`config.mk`:
```
export PLATFORM = sky130hd
export DESIGN_NAME = lru_glyph_slot_cache
export DESIGN_NICKNAME = d
export VERILOG_FILES = /design/src/lgc_pkg.sv /design/src/lgc_cell.sv /design/src/lru_glyph_slot_cache.sv
export SDC_FILE = /design/constraint.sdc
export NUM_CORES = 1
export LEC_CHECK = 0
export BUFFER_PORTS_ARGS = -buffer_cell sky130_fd_sc_hd__buf_2
export CAP_MARGIN = 20
export CORE_MARGIN = 8
export CORE_UTILIZATION = 60
export CTS_BUF_LIST = sky130_fd_sc_hd__clkbuf_8
export DETAILED_ROUTE_END_ITERATION = 7
export PLACE_DENSITY = 0.87
export SLEW_MARGIN = 40
export SYNTH_ARGS = -nofsm -noshare
export SYNTH_HDL_FRONTEND = slang
export SYNTH_HIERARCHICAL = 1
export SYNTH_SLANG_ARGS = --single-unit
```
`constraint.sdc`:
```
create_clock -name clk -period 33.8 [get_ports clk]
set_input_delay 0 -clock clk [delete_from_list [all_inputs] [get_ports clk]]
set_output_delay 0 -clock clk [all_outputs]
set_load 0.02 [all_outputs]
```
`src/lgc_pkg.sv`:
```
// lgc_pkg: shared types and constants for the glyph slot LRU cache
// used by lgc_cell and lru_glyph_slot_cache; no dependencies
`timescale 1ns / 1ps

package lgc_pkg;

    // field widths fixed by the interface
    localparam int CP_W     = 21;
    localparam int STATUS_W = 2;
    localparam int SLOT_W   = 4;
    localparam int CAP_W    = 5;

    // default number of tag entries
    localparam int DEFAULT_ENTRIES = 16;

    // result status codes
    localparam logic [STATUS_W-1:0] ST_HIT      = 2'd0;
    localparam logic [STATUS_W-1:0] ST_LOADED   = 2'd1;
    localparam logic [STATUS_W-1:0] ST_FAILED   = 2'd2;
    localparam logic [STATUS_W-1:0] ST_DISABLED = 2'd3;

    // update applied to the row of cells
    typedef enum logic [2:0] {
        OP_NONE       = 3'd0,
        OP_HIT        = 3'd1,
        OP_FILL       = 3'd2,
        OP_EVICT_OK   = 3'd3,
        OP_EVICT_FAIL = 3'd4
    } op_t;

    // search flags handed from cell to cell
    typedef struct packed {
        logic hit;
        logic free;
        logic victim;
    } find_t;

endpackage

```
`src/lgc_cell.sv`:
```
// lgc_cell: one tag entry (tag, valid, recency rank) of the LRU row
// depends on lgc_pkg; chained by lru_glyph_slot_cache
`timescale 1ns / 1ps

module lgc_cell #(
    parameter int IDX_W   = 4,
    parameter int INDEX   = 0
) (
    input  logic                    clk,
    input  logic                    rst_n,
    // broadcast request and update
    input  logic                    clear,
    input  lgc_pkg::op_t            op,
    input  logic [IDX_W-1:0]        sel_idx,
    input  logic [IDX_W-1:0]        old_age,
    input  logic [IDX_W-1:0]        count_m1,
    input  logic [lgc_pkg::CP_W-1:0] cp,
    // search chain from the lower neighbor
    input  lgc_pkg::find_t          find_in,
    input  logic [IDX_W-1:0]        hit_idx_in,
    input  logic [IDX_W-1:0]        hit_age_in,
    input  logic [IDX_W-1:0]        free_idx_in,
    input  logic [IDX_W-1:0]        vic_idx_in,
    input  logic [lgc_pkg::CP_W-1:0] vic_tag_in,
    // search chain to the upper neighbor
    output lgc_pkg::find_t          find_out,
    output logic [IDX_W-1:0]        hit_idx_out,
    output logic [IDX_W-1:0]        hit_age_out,
    output logic [IDX_W-1:0]        free_idx_out,
    output logic [IDX_W-1:0]        vic_idx_out,
    output logic [lgc_pkg::CP_W-1:0] vic_tag_out
);

    localparam logic [IDX_W-1:0] MY_IDX = IDX_W'(INDEX);

    logic                     valid_reg;
    logic                     valid_next;
    logic [lgc_pkg::CP_W-1:0] tag_reg;
    logic [lgc_pkg::CP_W-1:0] tag_next;
    logic [IDX_W-1:0]         age_reg;
    logic [IDX_W-1:0]         age_next;
    logic                     is_sel;
    logic                     my_hit;
    logic                     my_free;
    logic                     my_vic;

    assign is_sel = (sel_idx == MY_IDX);

    // local match flags
    assign my_hit  = valid_reg && (tag_reg == cp);
    assign my_free = !valid_reg;
    assign my_vic  = valid_reg && (age_reg == count_m1);

    // pass the search on, lowest index wins
    assign find_out.hit    = find_in.hit | my_hit;
    assign find_out.free   = find_in.free | my_free;
    assign find_out.victim = find_in.victim | my_vic;
    assign hit_idx_out  = find_in.hit ? hit_idx_in : MY_IDX;
    assign hit_age_out  = find_in.hit ? hit_age_in : age_reg;
    assign free_idx_out = find_in.free ? free_idx_in : MY_IDX;
    assign vic_idx_out  = find_in.victim ? vic_idx_in : MY_IDX;
    assign vic_tag_out  = find_in.victim ? vic_tag_in : tag_reg;

    // next entry state
    always_comb
    begin
        valid_next = valid_reg;
        tag_next   = tag_reg;
        age_next   = age_reg;
        unique case (op)
            lgc_pkg::OP_HIT:
            begin
                if (is_sel)
                    age_next = '0;
                else if (valid_reg && (age_reg < old_age))
                    age_next = age_reg + IDX_W'(1);
            end
            lgc_pkg::OP_EVICT_OK:
            begin
                if (is_sel)
                begin
                    age_next = '0;
                    tag_next = cp;
                end
                else if (valid_reg && (age_reg < old_age))
                    age_next = age_reg + IDX_W'(1);
            end
            lgc_pkg::OP_FILL:
            begin
                if (is_sel)
                begin
                    valid_next = 1'b1;
                    tag_next   = cp;
                    age_next   = '0;
                end
                else if (valid_reg)
                    age_next = age_reg + IDX_W'(1);
            end
            lgc_pkg::OP_EVICT_FAIL:
            begin
                if (is_sel)
                    valid_next = 1'b0;
            end
            default:
            begin
                valid_next = valid_reg;
            end
        endcase
        if (clear)
            valid_next = 1'b0;
    end

    // valid bit
    always_ff @(posedge clk or negedge rst_n)
    begin
        if (!rst_n)
            valid_reg <= 1'b0;
        else
            valid_reg <= valid_next;
    end

    // tag and rank, read only while valid
    always_ff @(posedge clk)
    begin
        tag_reg <= tag_next;
        age_reg <= age_next;
    end

endmodule

```
`src/lru_glyph_slot_cache.sv`:
```
// lru_glyph_slot_cache: fully associative LRU tag store for glyph slots
// depends on lgc_pkg and lgc_cell (one cell per entry in a search chain)
`timescale 1ns / 1ps

// channel  | dir | width | beat contents (low bit first)
// s_*      | in  | 24    | codepoint[20:0], load_ok[21], zero pad
// m_*      | out | 32    | status[1:0], slot[5:2], evicted_valid[6],
//          |     |       | evicted_codepoint[27:7], zero pad
// cfg_*    | in  | 5     | capacity; any write clears all entries
//
// one request per cycle sustained while m_tready is high; a result is offered
// once its beat has passed the request register, then the result register
// the lookup, victim pick and rank update are one pass along the cell chain
// reset leaves capacity at zero (disabled) and all entries invalid
// with m_tready low the result holds and one more request waits in the
// request register; cfg_ready is always high

module lru_glyph_slot_cache #(
    parameter int ENTRIES = lgc_pkg::DEFAULT_ENTRIES
) (
    input  logic        clk,
    input  logic        rst_n,
    // request stream
    input  logic        s_tvalid,
    output logic        s_tready,
    input  logic [23:0] s_tdata,   // codepoint[20:0], load_ok[21]
    // result stream
    output logic        m_tvalid,
    input  logic        m_tready,
    output logic [31:0] m_tdata,   // status, slot, evicted_valid, evicted_codepoint
    // capacity write
    input  logic        cfg_valid,
    output logic        cfg_ready,
    input  logic [4:0]  cfg_data   // capacity
);

    localparam int IDX_W = (ENTRIES > 1) ? $clog2(ENTRIES) : 1;
    localparam int CNT_W = $clog2(ENTRIES + 1);
    localparam int CMP_W = (CNT_W > lgc_pkg::CAP_W) ? CNT_W : lgc_pkg::CAP_W;
    localparam int CP_W  = lgc_pkg::CP_W;

    // control and request registers
    logic [lgc_pkg::CAP_W-1:0]    capacity_reg;
    logic [CNT_W-1:0]             count_reg;
    logic [CNT_W-1:0]             count_next;
    logic                         req_valid_reg;
    logic [CP_W-1:0]              req_cp_reg;
    logic                         req_ok_reg;

    // result register
    logic                         out_valid_reg;
    logic [lgc_pkg::STATUS_W-1:0] out_status_reg;
    logic [lgc_pkg::SLOT_W-1:0]   out_slot_reg;
    logic                         out_ev_reg;
    logic [CP_W-1:0]              out_evcp_reg;

    // decision
    logic                         fire;
    logic                         s_fire;
    logic                         cfg_fire;
    logic                         disabled;
    logic                         has_room;
    lgc_pkg::op_t                 op;
    lgc_pkg::op_t                 cell_op;
    logic [IDX_W-1:0]             sel_idx;
    logic [IDX_W-1:0]             old_age;
    logic [IDX_W-1:0]             count_m1;
    logic [lgc_pkg::STATUS_W-1:0] status;
    logic [lgc_pkg::SLOT_W-1:0]   slot;
    logic                         ev;
    logic [CP_W-1:0]              evcp;

    // search chain nodes
    lgc_pkg::find_t               find_c [0:ENTRIES];
    logic [IDX_W-1:0]             hit_idx_c [0:ENTRIES];
    logic [IDX_W-1:0]             hit_age_c [0:ENTRIES];
    logic [IDX_W-1:0]             free_idx_c [0:ENTRIES];
    logic [IDX_W-1:0]             vic_idx_c [0:ENTRIES];
    logic [CP_W-1:0]              vic_tag_c [0:ENTRIES];

    // handshakes
    assign fire      = req_valid_reg && (!out_valid_reg || m_tready);
    assign s_tready  = !req_valid_reg || fire;
    assign s_fire    = s_tvalid && s_tready;
    assign cfg_ready = 1'b1;
    assign cfg_fire  = cfg_valid && cfg_ready;

    // chain head
    assign find_c[0]     = '0;
    assign hit_idx_c[0]  = '0;
    assign hit_age_c[0]  = '0;
    assign free_idx_c[0] = '0;
    assign vic_idx_c[0]  = '0;
    assign vic_tag_c[0]  = '0;

    assign count_m1 = IDX_W'(count_reg - CNT_W'(1));
    assign cell_op  = fire ? op : lgc_pkg::OP_NONE;

    // row of entry cells
    for (genvar i = 0; i < ENTRIES; i++)
    begin : g_cell
        lgc_cell #(
            .IDX_W   (IDX_W),
            .INDEX   (i)
        ) u_cell (
            .clk          (clk),
            .rst_n        (rst_n),
            .clear        (cfg_fire),
            .op           (cell_op),
            .sel_idx      (sel_idx),
            .old_age      (old_age),
            .count_m1     (count_m1),
            .cp           (req_cp_reg),
            .find_in      (find_c[i]),
            .hit_idx_in   (hit_idx_c[i]),
            .hit_age_in   (hit_age_c[i]),
            .free_idx_in  (free_idx_c[i]),
            .vic_idx_in   (vic_idx_c[i]),
            .vic_tag_in   (vic_tag_c[i]),
            .find_out     (find_c[i+1]),
            .hit_idx_out  (hit_idx_c[i+1]),
            .hit_age_out  (hit_age_c[i+1]),
            .free_idx_out (free_idx_c[i+1]),
            .vic_idx_out  (vic_idx_c[i+1]),
            .vic_tag_out  (vic_tag_c[i+1])
        );
    end

    // room below the effective capacity (capacity saturates at ENTRIES)
    assign disabled = (capacity_reg == '0);
    assign has_room = (CMP_W'(count_reg) < CMP_W'(capacity_reg))
                   && (CMP_W'(count_reg) < CMP_W'(ENTRIES));

    // hit, fill or evict decision
    always_comb
    begin
        op      = lgc_pkg::OP_NONE;
        sel_idx = '0;
        old_age = '0;
        status  = lgc_pkg::ST_DISABLED;
        slot    = '0;
        ev      = 1'b0;
        evcp    = '0;
        if (disabled)
        begin
            status = lgc_pkg::ST_DISABLED;
        end
        else if (find_c[ENTRIES].hit)
        begin
            op      = lgc_pkg::OP_HIT;
            sel_idx = hit_idx_c[ENTRIES];
            old_age = hit_age_c[ENTRIES];
            status  = lgc_pkg::ST_HIT;
            slot    = lgc_pkg::SLOT_W'(hit_idx_c[ENTRIES]);
        end
        else if (has_room)
        begin
            sel_idx = free_idx_c[ENTRIES];
            if (req_ok_reg)
            begin
                op     = lgc_pkg::OP_FILL;
                status = lgc_pkg::ST_LOADED;
                slot   = lgc_pkg::SLOT_W'(free_idx_c[ENTRIES]);
            end
            else
                status = lgc_pkg::ST_FAILED;
        end
        else
        begin
            sel_idx = vic_idx_c[ENTRIES];
            old_age = count_m1;
            ev      = 1'b1;
            evcp    = vic_tag_c[ENTRIES];
            if (req_ok_reg)
            begin
                op     = lgc_pkg::OP_EVICT_OK;
                status = lgc_pkg::ST_LOADED;
                slot   = lgc_pkg::SLOT_W'(vic_idx_c[ENTRIES]);
            end
            else
            begin
                op     = lgc_pkg::OP_EVICT_FAIL;
                status = lgc_pkg::ST_FAILED;
            end
        end
    end

    // valid entry count
    always_comb
    begin
        count_next = count_reg;
        if (cfg_fire)
            count_next = '0;
        else if (cell_op == lgc_pkg::OP_FILL)
            count_next = count_reg + CNT_W'(1);
        else if (cell_op == lgc_pkg::OP_EVICT_FAIL)
            count_next = count_reg - CNT_W'(1);
    end

    // control state
    always_ff @(posedge clk or negedge rst_n)
    begin
        if (!rst_n)
        begin
            capacity_reg  <= '0;
            count_reg     <= '0;
            req_valid_reg <= 1'b0;
            out_valid_reg <= 1'b0;
        end
        else
        begin
            if (cfg_fire)
                capacity_reg <= cfg_data;
            count_reg <= count_next;
            if (s_fire)
                req_valid_reg <= 1'b1;
            else if (fire)
                req_valid_reg <= 1'b0;
            if (fire)
                out_valid_reg <= 1'b1;
            else if (m_tready)
                out_valid_reg <= 1'b0;
        end
    end

    // request and result payload
    always_ff @(posedge clk)
    begin
        if (s_fire)
        begin
            req_cp_reg <= s_tdata[CP_W-1:0];
            req_ok_reg <= s_tdata[CP_W];
        end
        if (fire)
        begin
            out_status_reg <= status;
            out_slot_reg   <= slot;
            out_ev_reg     <= ev;
            out_evcp_reg   <= evcp;
        end
    end

    assign m_tvalid = out_valid_reg;
    assign m_tdata  = {4'b0000, out_evcp_reg, out_ev_reg, out_slot_reg, out_status_reg};

endmodule
```
==> flow_summary.ini <==
[outcome]
status = completed

[place]
hpwl_um = 47400
place_congestion = 0.870
portBuffers = 61

[sta]
post-route-period-util_pct = 41.0
period_needed_ns = 13.84
relSlewSlack_pct = 44.7
worst_pin_slew_ns = 0.830
worst_hold_slack_ns = 0.0396
finalHoldViolations = 0
rsz0062_at_grt = false
setup_viol = 0
tns_ns = 0
slew_violations = 0
fin_skew_ns = 0.0364
fmax_mhz = 72.2

[floorplanning]
core_area_mm2 = 0.0485
boundaryPins = 69
start_util_pct = 60.2
fp.dieArea_mm2 = 0.0560
dieWidth_um = 237
row_count = 81
fp.dieH_um = 237

[finish]
nets = 2642
layout_common_cells = edfxtp_1 (450), mux2_2 (402), xnor2_1 (305)
postLayoutCoreUtil_pct = 67.0
areaGrowthSynthToFinish_pct = 11.3
largest_reg_flops = 336
regArea_mm2 = 0.0142
multi_input_area_mm2 = 0.0146
fillerInstances = 3267
layout_commonest_cell = edfxtp_1
drive_above_1_share_pct = 27.0
antenna_cells = 0

[synth]
syn_area_per_cell_um2 = 12.5
syn_area_mm2 = 0.0292
yosysWarningCount = 6
synthCells = 2330

[global_routing]
grt_max_degree = 64
grt_pass1_wl_um = 112000
grt_pass1_vias = 20600
grt_usage_pct = 24.7
antenna_found_initial = 1
grt_overflow = 0

[clocking]
cts_tree = done
postCtsSetupBuffers = 0
cts_buffers = 81
holdBufCountCts = 59
h-tree-depth = 3
cts_buffer_depth = 3
clock-sinks = 478
cts_resized = 0
path_clk_slew_ns = 0.07
clock_latency_ns = 0.69
root_buffer = clkbuf_8

[setup_path]
critPathMaxStageDelay_ns = 0.67
cp-start-kind = flip-flop
path_common_cell = a31o_2
cp_max_fo = 26
cp_top_family = compound AO/OA/AOI/OAI gates
crit_path_end_kind = flip-flop
path_class = flip-flop to flip-flop
arrival_ns = 14.14
path_buf_inv = 3
worstPathRequired_ns = 34.10
crit_slowest_cell = and3b_2

[routing]
drc = 0
ant_nets = 0
via_per_inst = 5.94
drt_iter0_drc = 1409
wl_um = 69800
vias = 19100
first_pass_iters = 5
wl_per_cell_um = 21.7

[hold_path]
hold_class = primary input to flip-flop

[flow_run]
drv_cap = 0

[power_and_ir_drop]
irDropWorstVdd_v = 0.0000578
power_density_mw_per_mm2 = 41.7
total_power_mw = 1.36
p_leak_nw = 11.4
[worst register-to-register path, delay by kind of cell, from the launching register on]
| family | cells | cell delay (ns) |
|---|---|---|
| buf+inv | 3 | 0.55 |
| xor+xnor | 2 | 0.41 |
| simple gates | 6 | 1.97 |
| compound gates | 15 | 9.47 |
| flops | 1 | 0.50 |
| mux | 2 | 0.56 |
[layout make-up]
cell class	instances	area share [%]
Sequential cell	478	43.7
Multi-Input combinational cell	1748	44.9
Timing Repair Buffer	163	3.78
Tap cell	622	2.39
Clock buffer	85	3.60
Clock inverter	58	0.923
Inverter	66	0.762
[path summary, 6_finish.rpt]
check / startpoint / to / slack, ns / depth (start not counted)
hold reg to reg: g_cell[15].u_cell/valid_reg / g_cell[15].u_cell/valid_reg / 0.60 / 2
min in group asynchronous: rst_n / capacity_reg[1] / 0.36 / 4
setup reg to reg: count_reg[2] / g_cell[1].u_cell/tag_reg[7] / 19.96 / 28
setup / recovery: count_reg[2] / g_cell[1].u_cell/tag_reg[7] / 19.96 / 28
hold / removal: s_tdata[13] / req_cp_reg[13] / 0.04 / 2
max in group asynchronous: rst_n / g_cell[1].u_cell/valid_reg / 33.20 / 4
[power by group]
group | internal [mW] | switching [mW] | total, mW
Sequential | 0.660 | 0.00826 | 0.668
Clock | 0.242 | 0.243 | 0.486
Combinational | 0.0872 | 0.116 | 0.203
[per-layer routing]
layer | global-route usage, % | part of all wire (%) | up-vias | wire length, um
met4 | 9.87 | 3.6 | 0 | 2510
li1 | - | - | 8831 | -
met3 | 4.39 | 5.6 | 173 | 3920
met1 | 29.9 | 41 | 9427 | 28400
met5 | 0 | 0 | - | 0
met2 | 43.5 | 50 | 691 | 35000
[metrics by stage]
| step | setup WS, ns | area (um2) | cells |
|---|---|---|---|
| floorplan | 18.78 | 29400 | 2377 |
| global placement | 20.45 | 30400 | 3018 |
| detailed placement | 19.94 | 30500 | 3018 |
| CTS | 19.87 | 32500 | 3220 |
| global route | 19.01 | 32500 | 3220 |
| finish | 19.96 | 32500 | 3220 |
Power figures use the tool's default switching activity.
